$ cat src/design/hbd_pkg.sv
package hbd_pkg;

    localparam int FRAC_BITS   = 8;
    localparam int SHIFT_TOTAL = FRAC_BITS + 30;

    localparam int DX_W     = 11;
    localparam int HEIGHT_W = 16;
    localparam int D2_W     = 22;
    localparam int ROOT_W   = 19;
    localparam int SUM_W    = 40;
    localparam int COUNT_W  = 23;
    localparam int DVD_W    = 48;
    localparam int PROD_W   = 60;

    localparam int SQRT_STEPS  = 19;
    localparam int DIVF_STEPS  = 27;
    localparam int DIVA_STEPS  = 48;

    localparam int S_TDATA_W = 40;
    localparam int S_TUSER_W = 2;
    localparam int M_TDATA_W = 16;
    localparam int M_TUSER_W = 2;
    localparam int CFG_IDX_W  = 3;
    localparam int CFG_DATA_W = 25;

    localparam logic [CFG_IDX_W-1:0] CFG_TOOL_MODE      = 3'd0;
    localparam logic [CFG_IDX_W-1:0] CFG_RADIUS_VERTS   = 3'd1;
    localparam logic [CFG_IDX_W-1:0] CFG_FALLOFF_VERTS  = 3'd2;
    localparam logic [CFG_IDX_W-1:0] CFG_STRENGTH       = 3'd3;
    localparam logic [CFG_IDX_W-1:0] CFG_RAISE_STEP     = 3'd4;
    localparam logic [CFG_IDX_W-1:0] CFG_FLATTEN_TARGET = 3'd5;

    localparam logic [1:0] MODE_RAISE   = 2'd0;
    localparam logic [1:0] MODE_LOWER   = 2'd1;
    localparam logic [1:0] MODE_FLATTEN = 2'd2;
    localparam logic [1:0] MODE_SMOOTH  = 2'd3;

    typedef enum logic [3:0] {
        ST_IDLE,
        ST_EVAL,
        ST_SQRT,
        ST_DIVF,
        ST_ALPHA,
        ST_SAMUL,
        ST_DIVA,
        ST_PREP,
        ST_MULLO,
        ST_MULHI,
        ST_FIN
    } hbd_state_t;

    typedef struct packed {
        logic capture;
        logic acc_en;
        logic sqrt_start;
        logic divf_start;
        logic diva_start;
        logic alpha_ld;
        logic sa_ld;
        logic prep_ld;
        logic mul_lo;
        logic mul_hi;
        logic out_load;
    } hbd_cmd_t;

    typedef struct packed {
        logic action;
        logic in_disc;
        logic ring;
        logic smooth_div;
        logic sqrt_done;
        logic div_done;
        logic out_free;
    } hbd_stat_t;

endpackage

$ cat src/design/heightmap_brush_dab.sv
// One dab of a radial-falloff heightmap sculpt brush. Each input transfer is
// one height sample with its offset from the brush centre. Accumulate
// transfers (action 0) fold in-disc heights into a running sum and count used
// as the smooth average; restart clears both first. Apply transfers
// (action 1) yield one result transfer each with the brushed height, a
// modified flag and the in-disc flag. An item passes a capture state and an
// evaluate state; accumulate ends there, and a sample outside the disc goes
// on to the finish state for its result. An apply inside the disc also runs
// the 19-step square root; a sample on the falloff ring adds the falloff
// division, and smooth adds the 48-bit average division, both through the
// one shared bit-serial divider. Results leave through an output register,
// so a waiting result stalls the block only when the next one is ready. The
// user must write configuration while idle; the block does not enforce it.
module heightmap_brush_dab (
    input  logic                           aclk,
    input  logic                           aresetn,
    input  logic                           s_tvalid,
    output logic                           s_tready,
    // dx [10:0], dy [21:11], height [37:22], zero fill [39:38]
    input  logic [hbd_pkg::S_TDATA_W-1:0]  s_tdata,
    // action [0], restart [1]
    input  logic [hbd_pkg::S_TUSER_W-1:0]  s_tuser,
    output logic                           m_tvalid,
    input  logic                           m_tready,
    // new_height [15:0]
    output logic [hbd_pkg::M_TDATA_W-1:0]  m_tdata,
    // modified [0], inside_res [1]
    output logic [hbd_pkg::M_TUSER_W-1:0]  m_tuser,
    input  logic                           cfg_wr_en,
    input  logic [hbd_pkg::CFG_IDX_W-1:0]  cfg_index,
    input  logic [hbd_pkg::CFG_DATA_W-1:0] cfg_wdata
);
    import hbd_pkg::*;

    hbd_cmd_t  cmd;
    hbd_stat_t stat;

    // sequence the square root, divisions and multiplies
    hbd_ctrl u_ctrl (
        .aclk     (aclk),
        .aresetn  (aresetn),
        .s_tvalid (s_tvalid),
        .s_tready (s_tready),
        .stat     (stat),
        .cmd      (cmd)
    );

    // hold config, state and the arithmetic units
    hbd_datapath u_datapath (
        .aclk      (aclk),
        .aresetn   (aresetn),
        .cmd       (cmd),
        .stat      (stat),
        .s_tvalid  (s_tvalid),
        .s_tdata   (s_tdata),
        .s_tuser   (s_tuser),
        .cfg_wr_en (cfg_wr_en),
        .cfg_index (cfg_index),
        .cfg_wdata (cfg_wdata),
        .m_tvalid  (m_tvalid),
        .m_tready  (m_tready),
        .m_tdata   (m_tdata),
        .m_tuser   (m_tuser)
    );

endmodule

$ cat src/design/hbd_ctrl.sv
module hbd_ctrl (
    input  logic              aclk,
    input  logic              aresetn,
    input  logic              s_tvalid,
    output logic              s_tready,
    input  hbd_pkg::hbd_stat_t stat,
    output hbd_pkg::hbd_cmd_t  cmd
);
    import hbd_pkg::*;

    hbd_state_t state_reg, state_next;

    always_ff @(posedge aclk) begin
        if (!aresetn) begin
            state_reg <= ST_IDLE;
        end else begin
            state_reg <= state_next;
        end
    end

    always_comb begin
        state_next = state_reg;
        case (state_reg)
            ST_IDLE:  if (s_tvalid) state_next = ST_EVAL;
            ST_EVAL: begin
                if (!stat.action)       state_next = ST_IDLE;
                else if (!stat.in_disc) state_next = ST_FIN;
                else                    state_next = ST_SQRT;
            end
            ST_SQRT: begin
                if (stat.sqrt_done) state_next = stat.ring ? ST_DIVF : ST_ALPHA;
            end
            ST_DIVF:  if (stat.div_done) state_next = ST_ALPHA;
            ST_ALPHA: state_next = ST_SAMUL;
            ST_SAMUL: state_next = stat.smooth_div ? ST_DIVA : ST_PREP;
            ST_DIVA:  if (stat.div_done) state_next = ST_PREP;
            ST_PREP:  state_next = ST_MULLO;
            ST_MULLO: state_next = ST_MULHI;
            ST_MULHI: state_next = ST_FIN;
            ST_FIN:   if (stat.out_free) state_next = ST_IDLE;
            default:  state_next = ST_IDLE;
        endcase
    end

    always_comb begin
        cmd      = '0;
        s_tready = 1'b0;
        case (state_reg)
            ST_IDLE: begin
                s_tready    = 1'b1;
                cmd.capture = 1'b1;
            end
            ST_EVAL: begin
                cmd.acc_en     = !stat.action;
                cmd.sqrt_start = stat.action && stat.in_disc;
            end
            ST_SQRT:  cmd.divf_start = stat.sqrt_done && stat.ring;
            ST_ALPHA: cmd.alpha_ld = 1'b1;
            ST_SAMUL: begin
                cmd.sa_ld      = 1'b1;
                cmd.diva_start = stat.smooth_div;
            end
            ST_PREP:  cmd.prep_ld = 1'b1;
            ST_MULLO: cmd.mul_lo = 1'b1;
            ST_MULHI: cmd.mul_hi = 1'b1;
            ST_FIN:   cmd.out_load = stat.out_free;
            default:  cmd = '0;
        endcase
    end

endmodule

$ cat src/design/hbd_datapath.sv
module hbd_datapath (
    input  logic                               aclk,
    input  logic                               aresetn,
    input  hbd_pkg::hbd_cmd_t                  cmd,
    output hbd_pkg::hbd_stat_t                 stat,
    input  logic                               s_tvalid,
    input  logic [hbd_pkg::S_TDATA_W-1:0]      s_tdata,
    input  logic [hbd_pkg::S_TUSER_W-1:0]      s_tuser,
    input  logic                               cfg_wr_en,
    input  logic [hbd_pkg::CFG_IDX_W-1:0]      cfg_index,
    input  logic [hbd_pkg::CFG_DATA_W-1:0]     cfg_wdata,
    output logic                               m_tvalid,
    input  logic                               m_tready,
    output logic [hbd_pkg::M_TDATA_W-1:0]      m_tdata,
    output logic [hbd_pkg::M_TUSER_W-1:0]      m_tuser
);
    import hbd_pkg::*;

    // configuration
    logic [1:0]  mode_reg;
    logic [9:0]  radius_reg;
    logic [9:0]  falloff_reg;
    logic [15:0] strength_reg;
    logic [23:0] step_reg;
    logic [24:0] target_reg;

    always_ff @(posedge aclk) begin
        if (!aresetn) begin
            mode_reg     <= MODE_RAISE;
            radius_reg   <= 10'd1;
            falloff_reg  <= 10'd0;
            strength_reg <= 16'd16384;
            step_reg     <= 24'd32768;
            target_reg   <= 25'd8388608;
        end else if (cfg_wr_en) begin
            case (cfg_index)
                CFG_TOOL_MODE:      mode_reg     <= cfg_wdata[1:0];
                CFG_RADIUS_VERTS:   radius_reg   <= cfg_wdata[9:0];
                CFG_FALLOFF_VERTS:  falloff_reg  <= cfg_wdata[9:0];
                CFG_STRENGTH:       strength_reg <= cfg_wdata[15:0];
                CFG_RAISE_STEP:     step_reg     <= cfg_wdata[23:0];
                CFG_FLATTEN_TARGET: target_reg   <= cfg_wdata;
                default: ;
            endcase
        end
    end

    // captured item
    logic signed [DX_W-1:0] dx_reg, dy_reg;
    logic [HEIGHT_W-1:0]    h_reg;
    logic                   action_reg, restart_reg;

    always_ff @(posedge aclk) begin
        if (cmd.capture && s_tvalid) begin
            dx_reg      <= s_tdata[10:0];
            dy_reg      <= s_tdata[21:11];
            h_reg       <= s_tdata[37:22];
            action_reg  <= s_tuser[0];
            restart_reg <= s_tuser[1];
        end
    end

    // disc geometry
    logic [9:0]             r_eff, w_eff;
    logic signed [D2_W-1:0] dx_w, dy_w, dx_sq, dy_sq;
    logic [D2_W-1:0]        d2;
    logic [19:0]            r_w, r_sq;
    logic                   in_disc;
    logic [ROOT_W-1:0]      inner;

    assign r_eff = (radius_reg == 10'd0) ? 10'd1 : radius_reg;
    assign w_eff = (falloff_reg > r_eff) ? r_eff : falloff_reg;
    assign dx_w  = {{(D2_W-DX_W){dx_reg[DX_W-1]}}, dx_reg};
    assign dy_w  = {{(D2_W-DX_W){dy_reg[DX_W-1]}}, dy_reg};
    assign dx_sq = dx_w * dx_w;
    assign dy_sq = dy_w * dy_w;
    assign d2    = dx_sq + dy_sq;
    assign r_w   = {10'd0, r_eff};
    assign r_sq  = r_w * r_w;
    assign in_disc = d2 <= {2'd0, r_sq};
    assign inner = {1'b0, (r_eff - w_eff), 8'd0};

    // running sum and count
    logic [SUM_W-1:0]   sum_reg, sum_base;
    logic [SUM_W:0]     sum_add;
    logic [COUNT_W-1:0] cnt_reg, cnt_base;

    assign sum_base = restart_reg ? '0 : sum_reg;
    assign cnt_base = restart_reg ? '0 : cnt_reg;
    assign sum_add  = {1'b0, sum_base} + {25'd0, h_reg};

    always_ff @(posedge aclk) begin
        if (!aresetn) begin
            sum_reg <= '0;
            cnt_reg <= '0;
        end else if (cmd.acc_en) begin
            if (in_disc) begin
                sum_reg <= sum_add[SUM_W] ? '1 : sum_add[SUM_W-1:0];
                cnt_reg <= (&cnt_base) ? cnt_base : cnt_base + 1'b1;
            end else begin
                sum_reg <= sum_base;
                cnt_reg <= cnt_base;
            end
        end
    end

    // square root, two radicand bits per step
    logic [37:0]       sq_val_reg;
    logic [21:0]       sq_rem_reg;
    logic [ROOT_W-1:0] root_reg;
    logic [4:0]        sq_cnt_reg;
    logic [22:0]       sq_t, sq_trial;
    logic              sq_ge;

    assign sq_t     = {sq_rem_reg[20:0], sq_val_reg[37:36]};
    assign sq_trial = {2'd0, root_reg, 2'b01};
    assign sq_ge    = sq_t >= sq_trial;

    always_ff @(posedge aclk) begin
        if (!aresetn) begin
            sq_cnt_reg <= '0;
        end else if (cmd.sqrt_start) begin
            sq_cnt_reg <= 5'(SQRT_STEPS);
        end else if (sq_cnt_reg != 5'd0) begin
            sq_cnt_reg <= sq_cnt_reg - 1'b1;
        end
    end

    always_ff @(posedge aclk) begin
        if (cmd.sqrt_start) begin
            sq_val_reg <= {d2, 16'd0};
            sq_rem_reg <= '0;
            root_reg   <= '0;
        end else if (sq_cnt_reg != 5'd0) begin
            sq_val_reg <= {sq_val_reg[35:0], 2'b00};
            sq_rem_reg <= sq_ge ? 22'(sq_t - sq_trial) : sq_t[21:0];
            root_reg   <= {root_reg[ROOT_W-2:0], sq_ge};
        end
    end

    logic ring;
    assign ring = (w_eff != 10'd0) && (root_reg > inner);

    // restoring divider shared by falloff and average
    logic [23:0]        dv_rem_reg;
    logic [DVD_W-1:0]   dv_dvd_reg;
    logic [COUNT_W-1:0] dv_den_reg;
    logic [5:0]         dv_cnt_reg;
    logic [24:0]        dv_t;
    logic               dv_ge;
    logic [ROOT_W-1:0]  num;

    assign num   = root_reg - inner;
    assign dv_t  = {dv_rem_reg, dv_dvd_reg[DVD_W-1]};
    assign dv_ge = dv_t >= {2'd0, dv_den_reg};

    always_ff @(posedge aclk) begin
        if (!aresetn) begin
            dv_cnt_reg <= '0;
        end else if (cmd.divf_start) begin
            dv_cnt_reg <= 6'(DIVF_STEPS);
        end else if (cmd.diva_start) begin
            dv_cnt_reg <= 6'(DIVA_STEPS);
        end else if (dv_cnt_reg != 6'd0) begin
            dv_cnt_reg <= dv_cnt_reg - 1'b1;
        end
    end

    always_ff @(posedge aclk) begin
        if (cmd.divf_start) begin
            dv_rem_reg <= '0;
            dv_dvd_reg <= {num, 8'd0, 21'd0};
            dv_den_reg <= {13'd0, w_eff};
        end else if (cmd.diva_start) begin
            dv_rem_reg <= '0;
            dv_dvd_reg <= {sum_reg, 8'd0};
            dv_den_reg <= cnt_reg;
        end else if (dv_cnt_reg != 6'd0) begin
            dv_rem_reg <= dv_ge ? 24'(dv_t - {2'd0, dv_den_reg}) : dv_t[23:0];
            dv_dvd_reg <= {dv_dvd_reg[DVD_W-2:0], dv_ge};
        end
    end

    // falloff weight and scaled strength
    logic [26:0] frac;
    logic [16:0] alpha_reg;
    logic [32:0] sa_reg;

    assign frac = dv_dvd_reg[26:0];

    always_ff @(posedge aclk) begin
        if (cmd.alpha_ld) begin
            if (!ring)                   alpha_reg <= 17'd65536;
            else if (frac >= 27'd65536)  alpha_reg <= 17'd0;
            else                         alpha_reg <= 17'(27'd65536 - frac);
        end
        if (cmd.sa_ld) begin
            sa_reg <= {17'd0, strength_reg} * {16'd0, alpha_reg};
        end
    end

    // delta magnitude and direction
    logic signed [27:0] tgt, diff;
    logic [27:0]        mag;
    logic [25:0]        b_reg;
    logic               neg_reg;

    assign tgt  = (mode_reg == MODE_SMOOTH) ? {2'd0, dv_dvd_reg[25:0]}
                                            : {{3{target_reg[24]}}, target_reg};
    assign diff = tgt - {4'd0, h_reg, 8'd0};
    assign mag  = diff[27] ? 28'(-diff) : diff;

    always_ff @(posedge aclk) begin
        if (cmd.prep_ld) begin
            if (mode_reg == MODE_RAISE || mode_reg == MODE_LOWER) begin
                b_reg   <= {2'd0, step_reg};
                neg_reg <= (mode_reg == MODE_LOWER);
            end else begin
                b_reg   <= mag[25:0];
                neg_reg <= diff[27];
            end
        end
    end

    // product in two halves
    logic [12:0]       mul_b;
    logic [45:0]       mul_p;
    logic [PROD_W-1:0] prod_reg;

    assign mul_b = cmd.mul_hi ? b_reg[25:13] : b_reg[12:0];
    assign mul_p = sa_reg * mul_b;

    always_ff @(posedge aclk) begin
        if (cmd.mul_lo) begin
            prod_reg <= {14'd0, mul_p};
        end else if (cmd.mul_hi) begin
            prod_reg <= prod_reg + {1'b0, mul_p, 13'd0};
        end
    end

    // final height
    logic [PROD_W-1:0] base, dn_diff;
    logic [PROD_W:0]   up_sum;
    logic [22:0]       up_h;
    logic [HEIGHT_W-1:0] up_clamp, dn_clamp, nh;
    logic              bypass;

    assign base    = {6'd0, h_reg, 38'd0};
    assign up_sum  = {1'b0, base} + {1'b0, prod_reg};
    assign up_h    = up_sum[PROD_W:SHIFT_TOTAL];
    assign up_clamp = (up_h > 23'd65535) ? 16'hFFFF : up_h[15:0];
    assign dn_diff = base - prod_reg;
    assign dn_clamp = (prod_reg >= base) ? 16'd0 : dn_diff[53:38];
    assign bypass  = !in_disc || (mode_reg == MODE_SMOOTH && cnt_reg == '0);
    assign nh      = bypass ? h_reg : (neg_reg ? dn_clamp : up_clamp);

    // output register
    logic                m_tvalid_reg;
    logic [HEIGHT_W-1:0] out_h_reg;
    logic                out_mod_reg, out_in_reg;

    always_ff @(posedge aclk) begin
        if (!aresetn) begin
            m_tvalid_reg <= 1'b0;
        end else if (cmd.out_load) begin
            m_tvalid_reg <= 1'b1;
        end else if (m_tready) begin
            m_tvalid_reg <= 1'b0;
        end
    end

    always_ff @(posedge aclk) begin
        if (cmd.out_load) begin
            out_h_reg   <= nh;
            out_mod_reg <= (nh != h_reg);
            out_in_reg  <= in_disc;
        end
    end

    assign m_tvalid = m_tvalid_reg;
    assign m_tdata  = out_h_reg;
    assign m_tuser  = {out_in_reg, out_mod_reg};

    assign stat.action     = action_reg;
    assign stat.in_disc    = in_disc;
    assign stat.ring       = ring;
    assign stat.smooth_div = (mode_reg == MODE_SMOOTH) && (cnt_reg != '0);
    assign stat.sqrt_done  = (sq_cnt_reg == 5'd0);
    assign stat.div_done   = (dv_cnt_reg == 6'd0);
    assign stat.out_free   = !m_tvalid_reg || m_tready;

endmodule

$ cat config.mk
export PLATFORM = sky130hd
export DESIGN_NAME = heightmap_brush_dab
export DESIGN_NICKNAME = d
export VERILOG_FILES = /design/src/design/hbd_pkg.sv /design/src/design/heightmap_brush_dab.sv /design/src/design/hbd_ctrl.sv /design/src/design/hbd_datapath.sv
export SDC_FILE = /design/constraint.sdc
export NUM_CORES = 2
export LEC_CHECK = 0
export CAP_MARGIN = 0
export CELL_PAD_IN_SITES_DETAIL_PLACEMENT = 1
export CELL_PAD_IN_SITES_GLOBAL_PLACEMENT = 1
export CORE_MARGIN = 4
export CORE_UTILIZATION = 55
export CTS_CLUSTER_DIAMETER = 50
export CTS_CLUSTER_SIZE = 24
export DETAILED_ROUTE_END_ITERATION = 8
export DONT_BUFFER_PORTS = 1
export GPL_TIMING_DRIVEN = 1
export PLACE_DENSITY = 0.95
export SLEW_MARGIN = 20
export SYNTH_ARGS = -nofsm -noshare
export SYNTH_HDL_FRONTEND = slang
export SYNTH_SLANG_ARGS = --single-unit
$ cat constraint.sdc
create_clock -name aclk -period 17.61 [get_ports aclk]
set_input_delay 1.761 -clock aclk [delete_from_list [all_inputs] [get_ports aclk]]
set_output_delay 1.761 -clock aclk [all_outputs]
set_load 0.02 [all_outputs]
==> qor.txt <==
Max clock buf depth = 3
Max Slew Vio Count = 4
Setup-failing EPs final = 0
RR Startpoint = u_ctrl.state_reg[3]
status = finished, violations left
delay-heaviest family, CP = compound AO/OA/AOI/OAI gates
Final Cycle Share = 0.741
Die H = 350 um
crit-path most repeated cell = fa_1
vias in the first global route = 68,700
vias per std cell = 7.05
syn_nets = 8,807
CP Class = reg2reg
CTS Sinks = 518
main flop type after synthesis = dfxtp_1
I/O Buffers = 0
commonest non-fill, non-tap cells in the layout = 1,158 x nand2_1, 1,088 x inv_1, 840 x fa_1
post-route ant nets = 0
H-tree depth = 3
Seq. cell area = 0.0127 mm^2
Max-cap violations = 2
Ports = 95
met3 WL = 34.3 mm
Skew-Pair Late Insertion Delay = 770 ps
Clock transition at path regs = 80 ps
unrepaired setup endpoints after global routing = false
Vias = 61,800
failing checks = capacitance limit, slew limit
WL/cell = 32.8 um
GR Util All Layers = 0.451
Final GP Congestion = 0.927
Critical Path RT = 18,210 ps
DRT iter0 DRCs = 8,631
setup TNS = 0 ps
Fillers = 13,200
worst min path class = reg2reg
Remaining DRCs = 0
area delta synth->final = 6.42%
Syn Inst Count = 7,344
Routed WL = 288 mm
clk root buf = clkbuf_16
Core ar. = 0.116 mm^2
Initial Utilization = 0.554
pin count of the biggest net entering global routing = 158
Avg Inst Size Synth = 8.76 um^2
startpoint types = register
R2R depth = 38
Worst slew margin = -0.644
Yosys top cell by area = fa_1
CTS resizes = 0
global-route wire length before repair = 418 mm
Max Fclk = 76.6 MHz
WP data arrival = 13,650 ps
top cell type's share of synthesized area = 0.261
endpoint class of the critical path = register
Hold Crit Depth = 2
final-report hold violation count = 0
grt ovf = 0
Hold Path End = u_datapath.sq_rem_reg[19]
register bit total from synthesis = 518
# hold bufs at CTS = 0
synth unique cells = 88
DRT Pass-1 Iters = 8
Die Footprint = 0.123 mm^2
slowest stage delay, CP = 840 ps
WL met1 = 85.9 mm
register area share after synthesis = 0.197
Multi-input gate area = 0.0464 mm^2
R2R Path End = u_datapath.prod_reg[57]
setup slack, reg-to-reg = 4560 ps
CTS Buf Count = 79
DP HPWL = 174 mm
Core Rows = 125
Yosys Warn Count = 0
hold_sp = u_datapath.sq_rem_reg[17]
met2 wire length = 129 mm
TritonCTS clock tree = done
CP max FO = 33
setup bufs post-CTS = 0
share of cells above drive strength 1 = 0.0439
Final min period = 13,050 ps
initial antenna violation count = 34
Final Skew = 83.8 ps
slowest stage cell, crit path = xor2_1
most common cell after layout, fill and taps aside = nand2_1
critical path buffer and inverter count = 6
number of flip-flops in the largest register = 60
Slew @ Worst Pin = 2450 ps
leading post-synthesis cells by cell area = fa_1 26%, edfxtp_1 11%, ha_1 11%, dfxtp_1 8.9%, nand2_1 6.8%
EDFF count, synth = 232
Die Width = 350 um
Post-Syn Area = 0.0643 mm^2
Synth async-reset ratio = 0
nets = 8,602
Highest Signal Layer = met5
## worst max path at each step
stage | startpoint | endpoint | cells after the start
after floorplan | u_ctrl.state_reg[3] | u_datapath.prod_reg[59] | 41
after global placement | u_ctrl.state_reg[2] | u_datapath.prod_reg[59] | 38
after detailed placement | u_ctrl.state_reg[1] | u_datapath.prod_reg[57] | 38
after CTS | u_ctrl.state_reg[1] | u_datapath.prod_reg[57] | 38
after global routing | u_datapath.dy_reg[0] | u_datapath.sq_val_reg[31] | 35
final | u_ctrl.state_reg[3] | u_datapath.prod_reg[57] | 38
## final cells by class
cell class | instances | share of cell area
Inverter | 1093 | 0.0599
Clock buffer | 84 | 0.0299
Timing Repair Buffer | 55 | 0.00632
Tap cell | 1524 | 0.0278
Sequential cell | 518 | 0.185
Antenna cell | 34 | 0.00124
Multi-Input combinational cell | 5392 | 0.678
Clock inverter | 64 | 0.0114
## metal layers
metal	vias to the layer above	GRT usage
met1	29800	0.442
met2	5712	0.726
met3	2843	0.166
met5	-	0.00746
met4	24	0.446
li1	23400	-
## worst min-delay path, stage by stage, from the launching register on
cell and delay, ps:
dfxtp_1 330, nand3_1 80, a21oi_1 60
## cells in the mapped netlist (56+ instances only)
| library cell | count |
|---|---|
| edfxtp_1 | 232 |
| a21boi_0 | 113 |
| fa_1 | 840 |
| clkbuf_1 | 319 |
| xor2_1 | 113 |
| a21oi_1 | 325 |
| o21a_1 | 56 |
| nand3_1 | 70 |
| inv_1 | 1089 |
| nor2b_1 | 226 |
| xnor2_1 | 183 |
| dfxtp_1 | 286 |
| a211oi_1 | 60 |
| and3_1 | 67 |
| o21ai_0 | 220 |
| a21o_1 | 75 |
| and2_1 | 225 |
| nand2_1 | 1158 |
| nand2b_1 | 80 |
| nor2_1 | 367 |
| ha_1 | 548 |
| nor3_1 | 110 |
## stage by stage
step	utilization	instance area, um^2	setup slack [ps]	instances	hold WS, ps
2_1_floorplan	-	64300	7840	7344	436
3_3_place_gp	0.564	65500	6540	8580	446
3_5_place_dp	0.564	65500	5750	8580	451
4_1_cts	0.588	68300	5410	8728	460
5_1_grt	0.589	68400	4400	8736	480
6_report	0.589	68500	4560	8764	451
## logic make-up after synthesis
logic type / count (synthesis) / synth area share
AND/OR/NAND/NOR: 2501 / 0.183
buffers and inverters: 1434 / 0.0840
adder cells (fa/ha/maj): 1388 / 0.368
AO/OA/AOI/OAI: 1137 / 0.116
flip-flops: 518 / 0.197
XOR/XNOR: 296 / 0.0403
multiplexers: 70 / 0.0116
Power is not shown: default switching activity piles up to over one toggle a cycle in this logic, so the estimate is an artifact.
